$ cat config.mk
export PLATFORM = sky130hd
export DESIGN_NAME = modbus_rtu_frame_receiver_top
export DESIGN_NICKNAME = d
export VERILOG_FILES = /design/src/hdl/mrfr_pkg.sv /design/src/hdl/mrfr_parser.sv /design/src/hdl/mrfr_out_buf.sv /design/src/hdl/modbus_rtu_frame_receiver_top.sv
export SDC_FILE = /design/constraint.sdc
export NUM_CORES = 1
export LEC_CHECK = 0
export ABC_AREA = 1
export ABC_CLOCK_PERIOD_IN_PS = 9400
export CAP_MARGIN = 25
export CORE_ASPECT_RATIO = 0.6
export CORE_MARGIN = 2
export CORE_UTILIZATION = 45
export CTS_CLUSTER_SIZE = 25
export DETAILED_ROUTE_END_ITERATION = 16
export DONT_BUFFER_PORTS = 1
export PLACE_DENSITY = 0.69
export SLEW_MARGIN = 20
export SYNTH_ARGS = -nofsm -noshare
export SYNTH_HDL_FRONTEND = slang
export SYNTH_SLANG_ARGS = --single-unit
$ cat constraint.sdc
create_clock -name clk -period 9.4 [get_ports clk]
set_clock_uncertainty 0.15 [all_clocks]
set_input_delay 0.94 -clock clk [delete_from_list [all_inputs] [get_ports clk]]
set_output_delay 0.94 -clock clk [all_outputs]
set_load 0.1 [all_outputs]
$ cat src/hdl/mrfr_pkg.sv
`timescale 1ns / 1ps
`default_nettype none
// ----------------------------------------------------------------------------
// mrfr_pkg
// shared types, codes and the bytewise crc-16/modbus update for the frame
// receiver
// ----------------------------------------------------------------------------
package mrfr_pkg;

  // event codes on the result channel
  localparam logic [1:0] EV_PAYLOAD  = 2'd0;
  localparam logic [1:0] EV_GOOD     = 2'd1;
  localparam logic [1:0] EV_BAD      = 2'd2;

  // crc-16/modbus
  localparam logic [15:0] CRC_POLY   = 16'hA001;
  localparam logic [15:0] CRC_INIT   = 16'hFFFF;

  // accepted device ids
  localparam logic [7:0] ID_1        = 8'h01;
  localparam logic [7:0] ID_2        = 8'h02;
  localparam logic [7:0] ID_3        = 8'h03;
  localparam logic [7:0] ID_4        = 8'h04;
  localparam logic [7:0] ID_8        = 8'h08;

  // accepted function codes
  localparam logic [7:0] FN_READ_COILS   = 8'h01;
  localparam logic [7:0] FN_READ_HOLD    = 8'h03;
  localparam logic [7:0] FN_WRITE_COIL   = 8'h05;
  localparam logic [7:0] FN_WRITE_REG    = 8'h06;
  localparam logic [7:0] FN_WRITE_COILS  = 8'h0F;

  // parser phase, one-hot
  typedef enum logic [5:0] {
    PH_HUNT = 6'b000001,
    PH_FUNC = 6'b000010,
    PH_LEN  = 6'b000100,
    PH_DATA = 6'b001000,
    PH_CHK1 = 6'b010000,
    PH_CHK2 = 6'b100000
  } phase_t;

  // one result item
  typedef struct packed {
    logic [1:0] event_kind;
    logic [7:0] frame_device;
    logic [7:0] frame_function;
    logic [7:0] frame_length;
    logic [7:0] payload_byte;
    logic [7:0] payload_index;
  } res_t;

  // one byte through the reflected crc, a bit per step
  function automatic logic [15:0] crc_feed(input logic [15:0] crc_in, input logic [7:0] b);
    logic [15:0] c;
    c = crc_in ^ {8'h00, b};
    for (int k = 0; k < 8; k++) begin
      if (c[0]) begin
        c = (c >> 1) ^ CRC_POLY;
      end else begin
        c = c >> 1;
      end
    end
    return c;
  endfunction

endpackage
`default_nettype wire

$ cat src/hdl/mrfr_parser.sv
`timescale 1ns / 1ps
`default_nettype none
// ----------------------------------------------------------------------------
// mrfr_parser
// input byte register, frame state and running crc; one parser step per
// registered byte, producing at most one result item
// ----------------------------------------------------------------------------
module mrfr_parser (
  input  wire logic             clk,
  input  wire logic             rst_n,
  input  wire logic             in_valid,
  output logic                  in_stall,
  input  wire logic [7:0]       in_rx_byte,
  input  wire logic             res_ready,
  output logic                  res_valid,
  output mrfr_pkg::res_t        res
);
  import mrfr_pkg::*;

  logic        byte_valid_r, byte_valid_nxt;
  logic [7:0]  byte_r;
  phase_t      phase_r, phase_nxt;
  logic [7:0]  dev_r, dev_nxt;
  logic [7:0]  func_r, func_nxt;
  logic [7:0]  len_r, len_nxt;
  logic [7:0]  count_r, count_nxt;
  logic [15:0] crc_r, crc_nxt;
  logic [7:0]  chk1_r, chk1_nxt;
  logic        step;
  logic        in_take;
  logic [7:0]  count_inc;
  logic [15:0] crc_byte;
  logic        res_hit;
  res_t        res_d;

  // the held byte moves on once the output side has room
  assign in_stall  = byte_valid_r && !res_ready;
  assign in_take   = in_valid && !in_stall;
  assign step      = byte_valid_r && res_ready;
  assign count_inc = count_r + 8'd1;
  assign crc_byte  = crc_feed(crc_r, byte_r);

  always_comb begin
    if (in_take) begin
      byte_valid_nxt = 1'b1;
    end else if (step) begin
      byte_valid_nxt = 1'b0;
    end else begin
      byte_valid_nxt = byte_valid_r;
    end
  end

  // one parser step on the held byte
  always_comb begin
    phase_nxt = phase_r;
    dev_nxt   = dev_r;
    func_nxt  = func_r;
    len_nxt   = len_r;
    count_nxt = count_r;
    crc_nxt   = crc_r;
    chk1_nxt  = chk1_r;
    res_hit   = 1'b0;
    res_d     = '{event_kind: EV_PAYLOAD, frame_device: dev_r, frame_function: func_r,
                  frame_length: len_r, payload_byte: 8'h00, payload_index: 8'h00};
    case (phase_r)
      PH_FUNC: begin
        if (byte_r inside {FN_READ_COILS, FN_READ_HOLD, FN_WRITE_COIL, FN_WRITE_REG,
                           FN_WRITE_COILS}) begin
          func_nxt  = byte_r;
          crc_nxt   = crc_byte;
          phase_nxt = PH_LEN;
        end else begin
          phase_nxt = PH_HUNT;
        end
      end
      PH_LEN: begin
        len_nxt   = byte_r;
        crc_nxt   = crc_byte;
        count_nxt = 8'h00;
        phase_nxt = (byte_r == 8'h00) ? PH_CHK1 : PH_DATA;
      end
      PH_DATA: begin
        crc_nxt             = crc_byte;
        res_hit             = 1'b1;
        res_d.payload_byte  = byte_r;
        res_d.payload_index = count_r;
        count_nxt           = count_inc;
        if (count_inc >= len_r) begin
          phase_nxt = PH_CHK1;
        end
      end
      PH_CHK1: begin
        chk1_nxt  = byte_r;
        phase_nxt = PH_CHK2;
      end
      PH_CHK2: begin
        res_hit          = 1'b1;
        res_d.event_kind = ({byte_r, chk1_r} == crc_r) ? EV_GOOD : EV_BAD;
        phase_nxt        = PH_HUNT;
      end
      default: begin
        phase_nxt = PH_HUNT;
        if (byte_r inside {ID_1, ID_2, ID_3, ID_4, ID_8}) begin
          dev_nxt   = byte_r;
          crc_nxt   = crc_feed(CRC_INIT, byte_r);
          phase_nxt = PH_FUNC;
        end
      end
    endcase
  end

  assign res_valid = step && res_hit;
  assign res       = res_d;

  // input byte register
  always_ff @(posedge clk) begin
    if (!rst_n) begin
      byte_valid_r <= 1'b0;
    end else begin
      byte_valid_r <= byte_valid_nxt;
    end
    if (in_take) begin
      byte_r <= in_rx_byte;
    end
  end

  // frame state
  always_ff @(posedge clk) begin
    if (!rst_n) begin
      phase_r <= PH_HUNT;
      dev_r   <= 8'h00;
      func_r  <= 8'h00;
      len_r   <= 8'h00;
      count_r <= 8'h00;
      crc_r   <= CRC_INIT;
      chk1_r  <= 8'h00;
    end else if (step) begin
      phase_r <= phase_nxt;
      dev_r   <= dev_nxt;
      func_r  <= func_nxt;
      len_r   <= len_nxt;
      count_r <= count_nxt;
      crc_r   <= crc_nxt;
      chk1_r  <= chk1_nxt;
    end
  end

endmodule
`default_nettype wire

$ cat src/hdl/mrfr_out_buf.sv
`timescale 1ns / 1ps
`default_nettype none
// ----------------------------------------------------------------------------
// mrfr_out_buf
// result register with a skid stage, so one more result can land while the
// output is stalled
// ----------------------------------------------------------------------------
module mrfr_out_buf (
  input  wire logic             clk,
  input  wire logic             rst_n,
  input  wire logic             push_valid,
  input  wire mrfr_pkg::res_t   push_data,
  output logic                  push_ready,
  output logic                  out_valid,
  input  wire logic             out_stall,
  output mrfr_pkg::res_t        out_data
);
  import mrfr_pkg::*;

  logic out_valid_r, out_valid_nxt;
  logic skid_valid_r, skid_valid_nxt;
  res_t out_r, out_nxt;
  res_t skid_r, skid_nxt;
  logic pop;

  assign pop        = out_valid_r && !out_stall;
  assign push_ready = !skid_valid_r;

  // next state of the two slots
  always_comb begin
    out_valid_nxt  = out_valid_r;
    skid_valid_nxt = skid_valid_r;
    out_nxt        = out_r;
    skid_nxt       = skid_r;
    if (skid_valid_r) begin
      if (pop) begin
        out_nxt        = skid_r;
        out_valid_nxt  = 1'b1;
        skid_valid_nxt = 1'b0;
      end
    end else if (push_valid) begin
      if (!out_valid_r || pop) begin
        out_nxt       = push_data;
        out_valid_nxt = 1'b1;
      end else begin
        skid_nxt       = push_data;
        skid_valid_nxt = 1'b1;
      end
    end else if (pop) begin
      out_valid_nxt = 1'b0;
    end
  end

  always_ff @(posedge clk) begin
    if (!rst_n) begin
      out_valid_r  <= 1'b0;
      skid_valid_r <= 1'b0;
    end else begin
      out_valid_r  <= out_valid_nxt;
      skid_valid_r <= skid_valid_nxt;
    end
    out_r  <= out_nxt;
    skid_r <= skid_nxt;
  end

  assign out_valid = out_valid_r;
  assign out_data  = out_r;

endmodule
`default_nettype wire

$ cat src/hdl/modbus_rtu_frame_receiver_top.sv
`timescale 1ns / 1ps
`default_nettype none
// ----------------------------------------------------------------------------
// modbus_rtu_frame_receiver_top
// Modbus RTU frame receiver with running CRC-16/MODBUS check.
//
// Input channel: one received byte per transfer on in_rx_byte (in_valid /
// in_stall). Result channel: one transfer per payload byte and one verdict
// (good or check failed) after the second check byte (out_valid /
// out_stall). Header bytes and the first check byte give no result.
// A taken byte is held in the input byte register, then its result is
// registered in the result register. Throughput: one byte per cycle while
// in_stall is low, set by the single crc and parser step between the input
// byte register and the result register.
// Reset (rst_n low, synchronous) empties both registers and the skid slot and
// returns the parser to hunting for a device id with the crc at 0xFFFF.
// When out_stall is high a skid slot takes one more result; after that
// in_stall rises and the held input byte waits until the output drains.
// ----------------------------------------------------------------------------
module modbus_rtu_frame_receiver_top (
  input  wire logic       clk,
  input  wire logic       rst_n,
  input  wire logic       in_valid,
  output logic            in_stall,
  input  wire logic [7:0] in_rx_byte,
  output logic            out_valid,
  input  wire logic       out_stall,
  output logic [1:0]      out_event_kind,
  output logic [7:0]      out_frame_device,
  output logic [7:0]      out_frame_function,
  output logic [7:0]      out_frame_length,
  output logic [7:0]      out_payload_byte,
  output logic [7:0]      out_payload_index
);
  import mrfr_pkg::*;

  logic res_valid;
  logic res_ready;
  res_t res;
  res_t out_data;

  // parser step
  mrfr_parser u_parser (
    .clk        (clk),
    .rst_n      (rst_n),
    .in_valid   (in_valid),
    .in_stall   (in_stall),
    .in_rx_byte (in_rx_byte),
    .res_ready  (res_ready),
    .res_valid  (res_valid),
    .res        (res)
  );

  // result register and skid
  mrfr_out_buf u_out_buf (
    .clk        (clk),
    .rst_n      (rst_n),
    .push_valid (res_valid),
    .push_data  (res),
    .push_ready (res_ready),
    .out_valid  (out_valid),
    .out_stall  (out_stall),
    .out_data   (out_data)
  );

  assign out_event_kind     = out_data.event_kind;
  assign out_frame_device   = out_data.frame_device;
  assign out_frame_function = out_data.frame_function;
  assign out_frame_length   = out_data.frame_length;
  assign out_payload_byte   = out_data.payload_byte;
  assign out_payload_index  = out_data.payload_index;

endmodule
`default_nettype wire
== Yosys cells after proc, flatten, opt, wreduce, memory -nomap -nowiden ==
Index checks and enable logic that the tools add are counted.

* Shift-type cells: 0
* Multipliers: 0
* Reduce and logical (&&, ||, !) cells: 33
* Add/subtract/negate cells: 1
* Muxes and demuxes: 58
* Magnitude comparators: 1
* Equality and inequality tests: 18
* Divide/modulo/power cells: 0
* Bitwise operators: 22

{| class="wikitable"
|+ Operators with widths
! kind !! count
|-
| $mux 16 || 33
|-
| $mux 42 || 4
|-
| $not 2->3 || 16
|-
| $pmux 16 s3 || 1
|-
| $pmux 6 s5 || 1
|-
| $eq 8x3->1 const B || 3
|-
| $eq 16x16->1 || 1
|-
| $eq 8x2->1 const B || 2
|-
| $eq 8x4->1 const B || 2
|-
| $not 8->16 || 1
|-
| $pmux 8 s2 || 1
|-
| $xor 16x8->16 || 1
|-
| $reduce_and 3->1 || 5
|-
| $mux 1 || 12
|-
| $reduce_bool 2->1 || 5
|-
| $reduce_bool 5->1 || 2
|-
| $add 8x1->8 const B || 1
|-
| $eq 8x1->1 const B || 1
|-
| $ge 8x8->1 || 1
|-
| $logic_not 8->1 || 1
|-
| $reduce_and 2->1 || 4
|-
| $eq 6x2->1 const B || 1
|-
| $eq 6x3->1 const B || 1
|-
| $eq 6x4->1 const B || 1
|-
| 17 further kinds || 32
|}

* RAM bits: 0
* Output and inout bits: 44
* Word-level logic and storage cells: 156
* Memories: 0
* Bits in read-only memories: 0
* Flip-flop bits (word level): 157
* Latch bits: 0

== Depth between registers and ports, before layout ==
* Depth after elaboration: 33
* Depth in mapped cells: 16
* Gate-level depth less buffers: 16

== Cells and area by module ==
A second synthesis with hierarchy kept.

* Cells, all modules: 755
* Area, all modules: 7101.8 sq um

{| class="wikitable"
|+ Modules (own cells, without submodules)
! module !! cells an instance !! times used !! area an instance (sq um)
|-
| mrfr_parser || 519 || 1 || 3900.0
|-
| mrfr_out_buf || 236 || 1 || 3201.8
|}

== Worst setup path after synthesis ==
No wires, ideal clock.

* Kind: register to register
* From: register u_out_buf.out_valid_r, in the netlist u_out_buf.out_valid
* To: register u_out_buf.out_r (netlist bit u_out_buf.out_data[0]) (enable)
* Cell stages (with the launch flop): 3
* Required time: 8.793 ns
* Data arrival time: 3.299 ns
* Setup time: 0.457 ns
* Slack: 5.494 ns
* Period minus slack after synthesis: 3.906 ns
* Cells stage by stage: dfxtp_1 a21oi_1 a21oi_1

* Cells in the longest elaborated chain, start to end: 4
* Elaborated cells on any way between the ends: 6

{| class="wikitable"
|+ Ends and longest elaborated chain
! what !! RTL line !! text
|-
| from (decl) || mrfr_out_buf.sv:20 || <nowiki>logic out_valid_r, out_valid_nxt;</nowiki>
|-
| from (signal assigned) || mrfr_out_buf.sv:59 || <nowiki>out_valid_r <= out_valid_nxt;</nowiki>
|-
| $logic_not 1->1 / $logic_and 1x1->1 (equally long branches) || mrfr_out_buf.sv:42, mrfr_out_buf.sv:26 ||
|-
| $logic_or 1x1->1 || mrfr_out_buf.sv:42 || <nowiki>if (!out_valid_r || pop) begin</nowiki>
|-
| $reduce_bool 2->1 (no source line) || -- ||
|-
| $reduce_and 3->1 (no source line) * || -- ||
|-
| to (signal assigned) || mrfr_out_buf.sv:62 || <nowiki>out_r <= out_nxt;</nowiki>
|-
| to (decl) || mrfr_out_buf.sv:22 || <nowiki>res_t out_r, out_nxt;</nowiki>
|}

Every way passes the cells marked *; elsewhere a longest branch is shown, timed or not.
A chain may end at the register's enable or synchronous reset.

== Worst setup path in the final report ==
* From: register u_out_buf.skid_valid_r
* To: register u_out_buf.skid_r[2] (netlist bit) (enable)

* Cells in the longest elaborated chain, start to end: 4
* Elaborated cells on any way between the ends: 5

{| class="wikitable"
|+ Ends and longest elaborated chain
! what !! RTL line !! text
|-
| from (decl) || mrfr_out_buf.sv:21 || <nowiki>logic skid_valid_r, skid_valid_nxt;</nowiki>
|-
| from (signal assigned) || mrfr_out_buf.sv:60 || <nowiki>skid_valid_r <= skid_valid_nxt;</nowiki>
|-
| $logic_not 1->1 || mrfr_out_buf.sv:27 || <nowiki>assign push_ready = !skid_valid_r;</nowiki>
|-
| $logic_and 1x1->1 || mrfr_parser.sv:39 || <nowiki>assign step = byte_valid_r && res_ready;</nowiki>
|-
| $logic_and 1x1->1 || mrfr_parser.sv:112 || <nowiki>assign res_valid = step && res_hit;</nowiki>
|-
| $reduce_and 3->1 (no source line) * || -- ||
|-
| to (signal assigned) || mrfr_out_buf.sv:63 || <nowiki>skid_r <= skid_nxt;</nowiki>
|-
| to (decl) || mrfr_out_buf.sv:23 || <nowiki>res_t skid_r, skid_nxt;</nowiki>
|}

Marks and branches as above.

==> results.tsv <==
metric	value	unit
run_status	complete, no violations	
fmax	304	MHz
maxSlewHeadroom	0.319	
tns	0	ns
insertion_delay	0.43	ns
finalSetupViolCount	0	
yosysTopAreaCellShare	0.397	
synth-seq-cells	157	
nNetsFinal	752	
gp_congestion	0.930	
cp_slowest_cell	inv_1	
finalPower	1510	uW
ys_seq_area_frac	0.584	
synth-xor-area-share	0.0465	
worstSetupPathType	register to register	
drive_gt1_frac	0.0926	
synthCells	722	
maxCapViolCount	0	
cts_sinks	157	
critPathLaunchType	register	
dieArea	16500	um2
critPathMaxFanout	30	
drt-pass1-iter-count	5	
hpwl	11500	um
min-delay-start	u_parser.dev_r[4]$_SDFFE_PN0P_	
diodes	0	
postCtsHoldBufs	0	
fin_crit_sh	0.350	
rows	35	
power_switching	358	uW
netlist_area	6960	um2
cp-startpoint	u_out_buf.skid_valid_r$_SDFF_PN0_	
hold_violations	0	
powerDensity	192	nW/um2
viasPerCell	5.44	
grt_remaining_overflow	0	
io_buffers	0	
period_needed	3.29	ns
synth.mux.area_fraction	0	
cts_tree	built	
cts.clk_slew.worst_paths	0.07	ns
cp_data_arrival_time	3.27	ns
ys.flop_type	edfxtp_1	
switching_share	0.237	
path_buf_inv	3	
synth_most_common_cell	nand2_1	
crit_required	9.39	ns
first_global_vias	4726	
p_int	1150	uW
via_count	5098	
drc	0	
ys_warn_count	0	
initial_core_util	0.457	
yosys.area.top_type	edfxtp_1	
leakagePower	0.00306	uW
avgSynthCellArea	9.64	um2
synth_common_cells	nand2_1 (188), edfxtp_1 (92), dfxtp_1 (65), inv_1 (60), o21ai_0 (53)	
utilization	0.516	
synth_top_family_by_area	simple AND/OR/NAND/NOR gates	
pwr-share-clk	0.475	
tightestPinTransition	1.02	ns
synth_compound_area_frac	0.112	
routedWlPerCell	17.5	um
finalInstanceArea	7870	um2
cts_max_level	4	
r2r-start	u_out_buf.skid_valid_r$_SDFF_PN0_	
areaGrowthSynthToFinish	13.0	%
ios	56	
worst_path_most_repeated_cell	inv_1	
vdd_drop_max	0.103	mV
placed_area	7160	um2
die_h	100	um
yosys.area_share.adder	0.0341	
critPathTopFamily	buffers and inverters	
grt.total_usage	0.210	
grt_start_max_net_pins	60	
synth_area_leaders	edfxtp_1 (40%), dfxtp_1 (19%), nand2_1 (10%), o21ai_0 (3.8%), ha_1 (3.4%)	
grt_pass1_wl	25800	um
slew_viol_final	0	
cts_root_buffer	clkbuf_16	
synth_edf_count	92	
critPathCaptureType	register	
cts_resized	0	
core	15200	um2
worst_hold_path_type	register to register	
die_x	165	um
ys_async_sr_fraction	0	
grt_antenna_before_repair	0	
ys_types	40	
pwr-share-comb	0.036	
routed_wl	16400	um
rsz0062_at_grt	no	
post_cts_buffers	0	
drt_iter0_markers	506	
drtAntennaViolNets	0	
crit_chain	inv_1, nand2_1, a21oi_2, inv_1, nor2_4, buf_16	
cts_made_buffers	17	
p_seq_frac	0.489	
max_stage_delay	0.78	ns
yosys.area_share.simple	0.166	
cts_buffer_depth	2	
synth_nets	753	
==> placed cells by master (no fill, tap or decap), types with 5 or more instances in the layout <==
cell	netlist	final
dfxtp_1	65	64
a21oi_1	46	45
o21ai_0	53	53
a211oi_1	10	10
o21ai_1	5	5
ha_1	19	19
xor2_1	22	22
o211ai_1	9	9
nand3_1	20	20
nand4_1	8	8
clkbuf_16	0	17
inv_6	1	5
xnor2_1	15	15
nor2_1	46	44
inv_1	60	60
nand2_1	188	188
edfxtp_1	92	92
==> power by group through the flow <==
stage	Combinational, uW	Sequential [uW]	Clock (uW)
4_1_cts	52.9	736	725
6_report	54.2	736	716
5_1_grt	60.3	736	756
3_3_place_gp	48.8	751	0
3_5_place_dp	52.2	751	0
2_1_floorplan	42.0	747	0
==> worst paths after layout <==
kind,to,cells after the start,slack [ns]
worst max-delay path,u_out_buf.skid_r[2]$_DFFE_PP_,6,6.11
worst min-delay path,u_out_buf.skid_r[36]$_DFFE_PP_,0,0.28
worst max register to register,u_out_buf.skid_r[2]$_DFFE_PP_,6,6.11
worst min register to register,u_out_buf.skid_r[36]$_DFFE_PP_,0,0.28
==> sequential cells by signal (all words and copies together) (netlist names) <==
register / cells
u_parser.len_r: 8
u_out_buf.skid_r: 42
u_parser.byte_valid_r: 1
u_out_buf.skid_valid_r: 1
u_parser.crc_r: 16
u_parser.func_r: 8
u_parser.phase_r: 6
u_parser.byte_r: 8
u_parser.dev_r: 8
u_out_buf.out_data: 42
u_parser.chk1_r: 8
u_parser.count_r: 8
u_out_buf.out_valid: 1
==> routing by layer <==
layer,global-route usage,up-vias,part of all wire
li1,-,2419,-
met1,0.315,2389,0.48
met2,0.280,269,0.39
met3,0.0835,21,0.12
met4,0.0535,0,0.013
met5,0,-,0
==> final cells by class <==
| class | instances | area (um2) |
|---|---|---|
| sequential | 157 | 4070 |
| clock inverter | 15 | 195 |
| timing repair buffer | 8 | 140 |
| tap | 203 | 254 |
| inverter | 68 | 263 |
| fill | 1322 | 7370 |
| multi-input combinational | 469 | 2520 |
| clock buffer | 17 | 425 |
==> cell families after synthesis <==
logic type	after synthesis
flops	157
fa+ha+maj	19
simple gates	278
compound gates	135
xor+xnor	37
buf+inv	96
==> metrics by stage <==
step / std cells / setup WS (ns) / hold WS (ns)
2_1_floorplan: 722 / 5.49 / 0.258
3_3_place_gp: 898 / 5.85 / 0.261
3_5_place_dp: 900 / 5.76 / 0.263
4_1_cts: 932 / 5.75 / 0.278
5_1_grt: 937 / 5.80 / 0.286
6_report: 937 / 6.11 / 0.282
No activity file was read; power rests on OpenSTA's default activity.
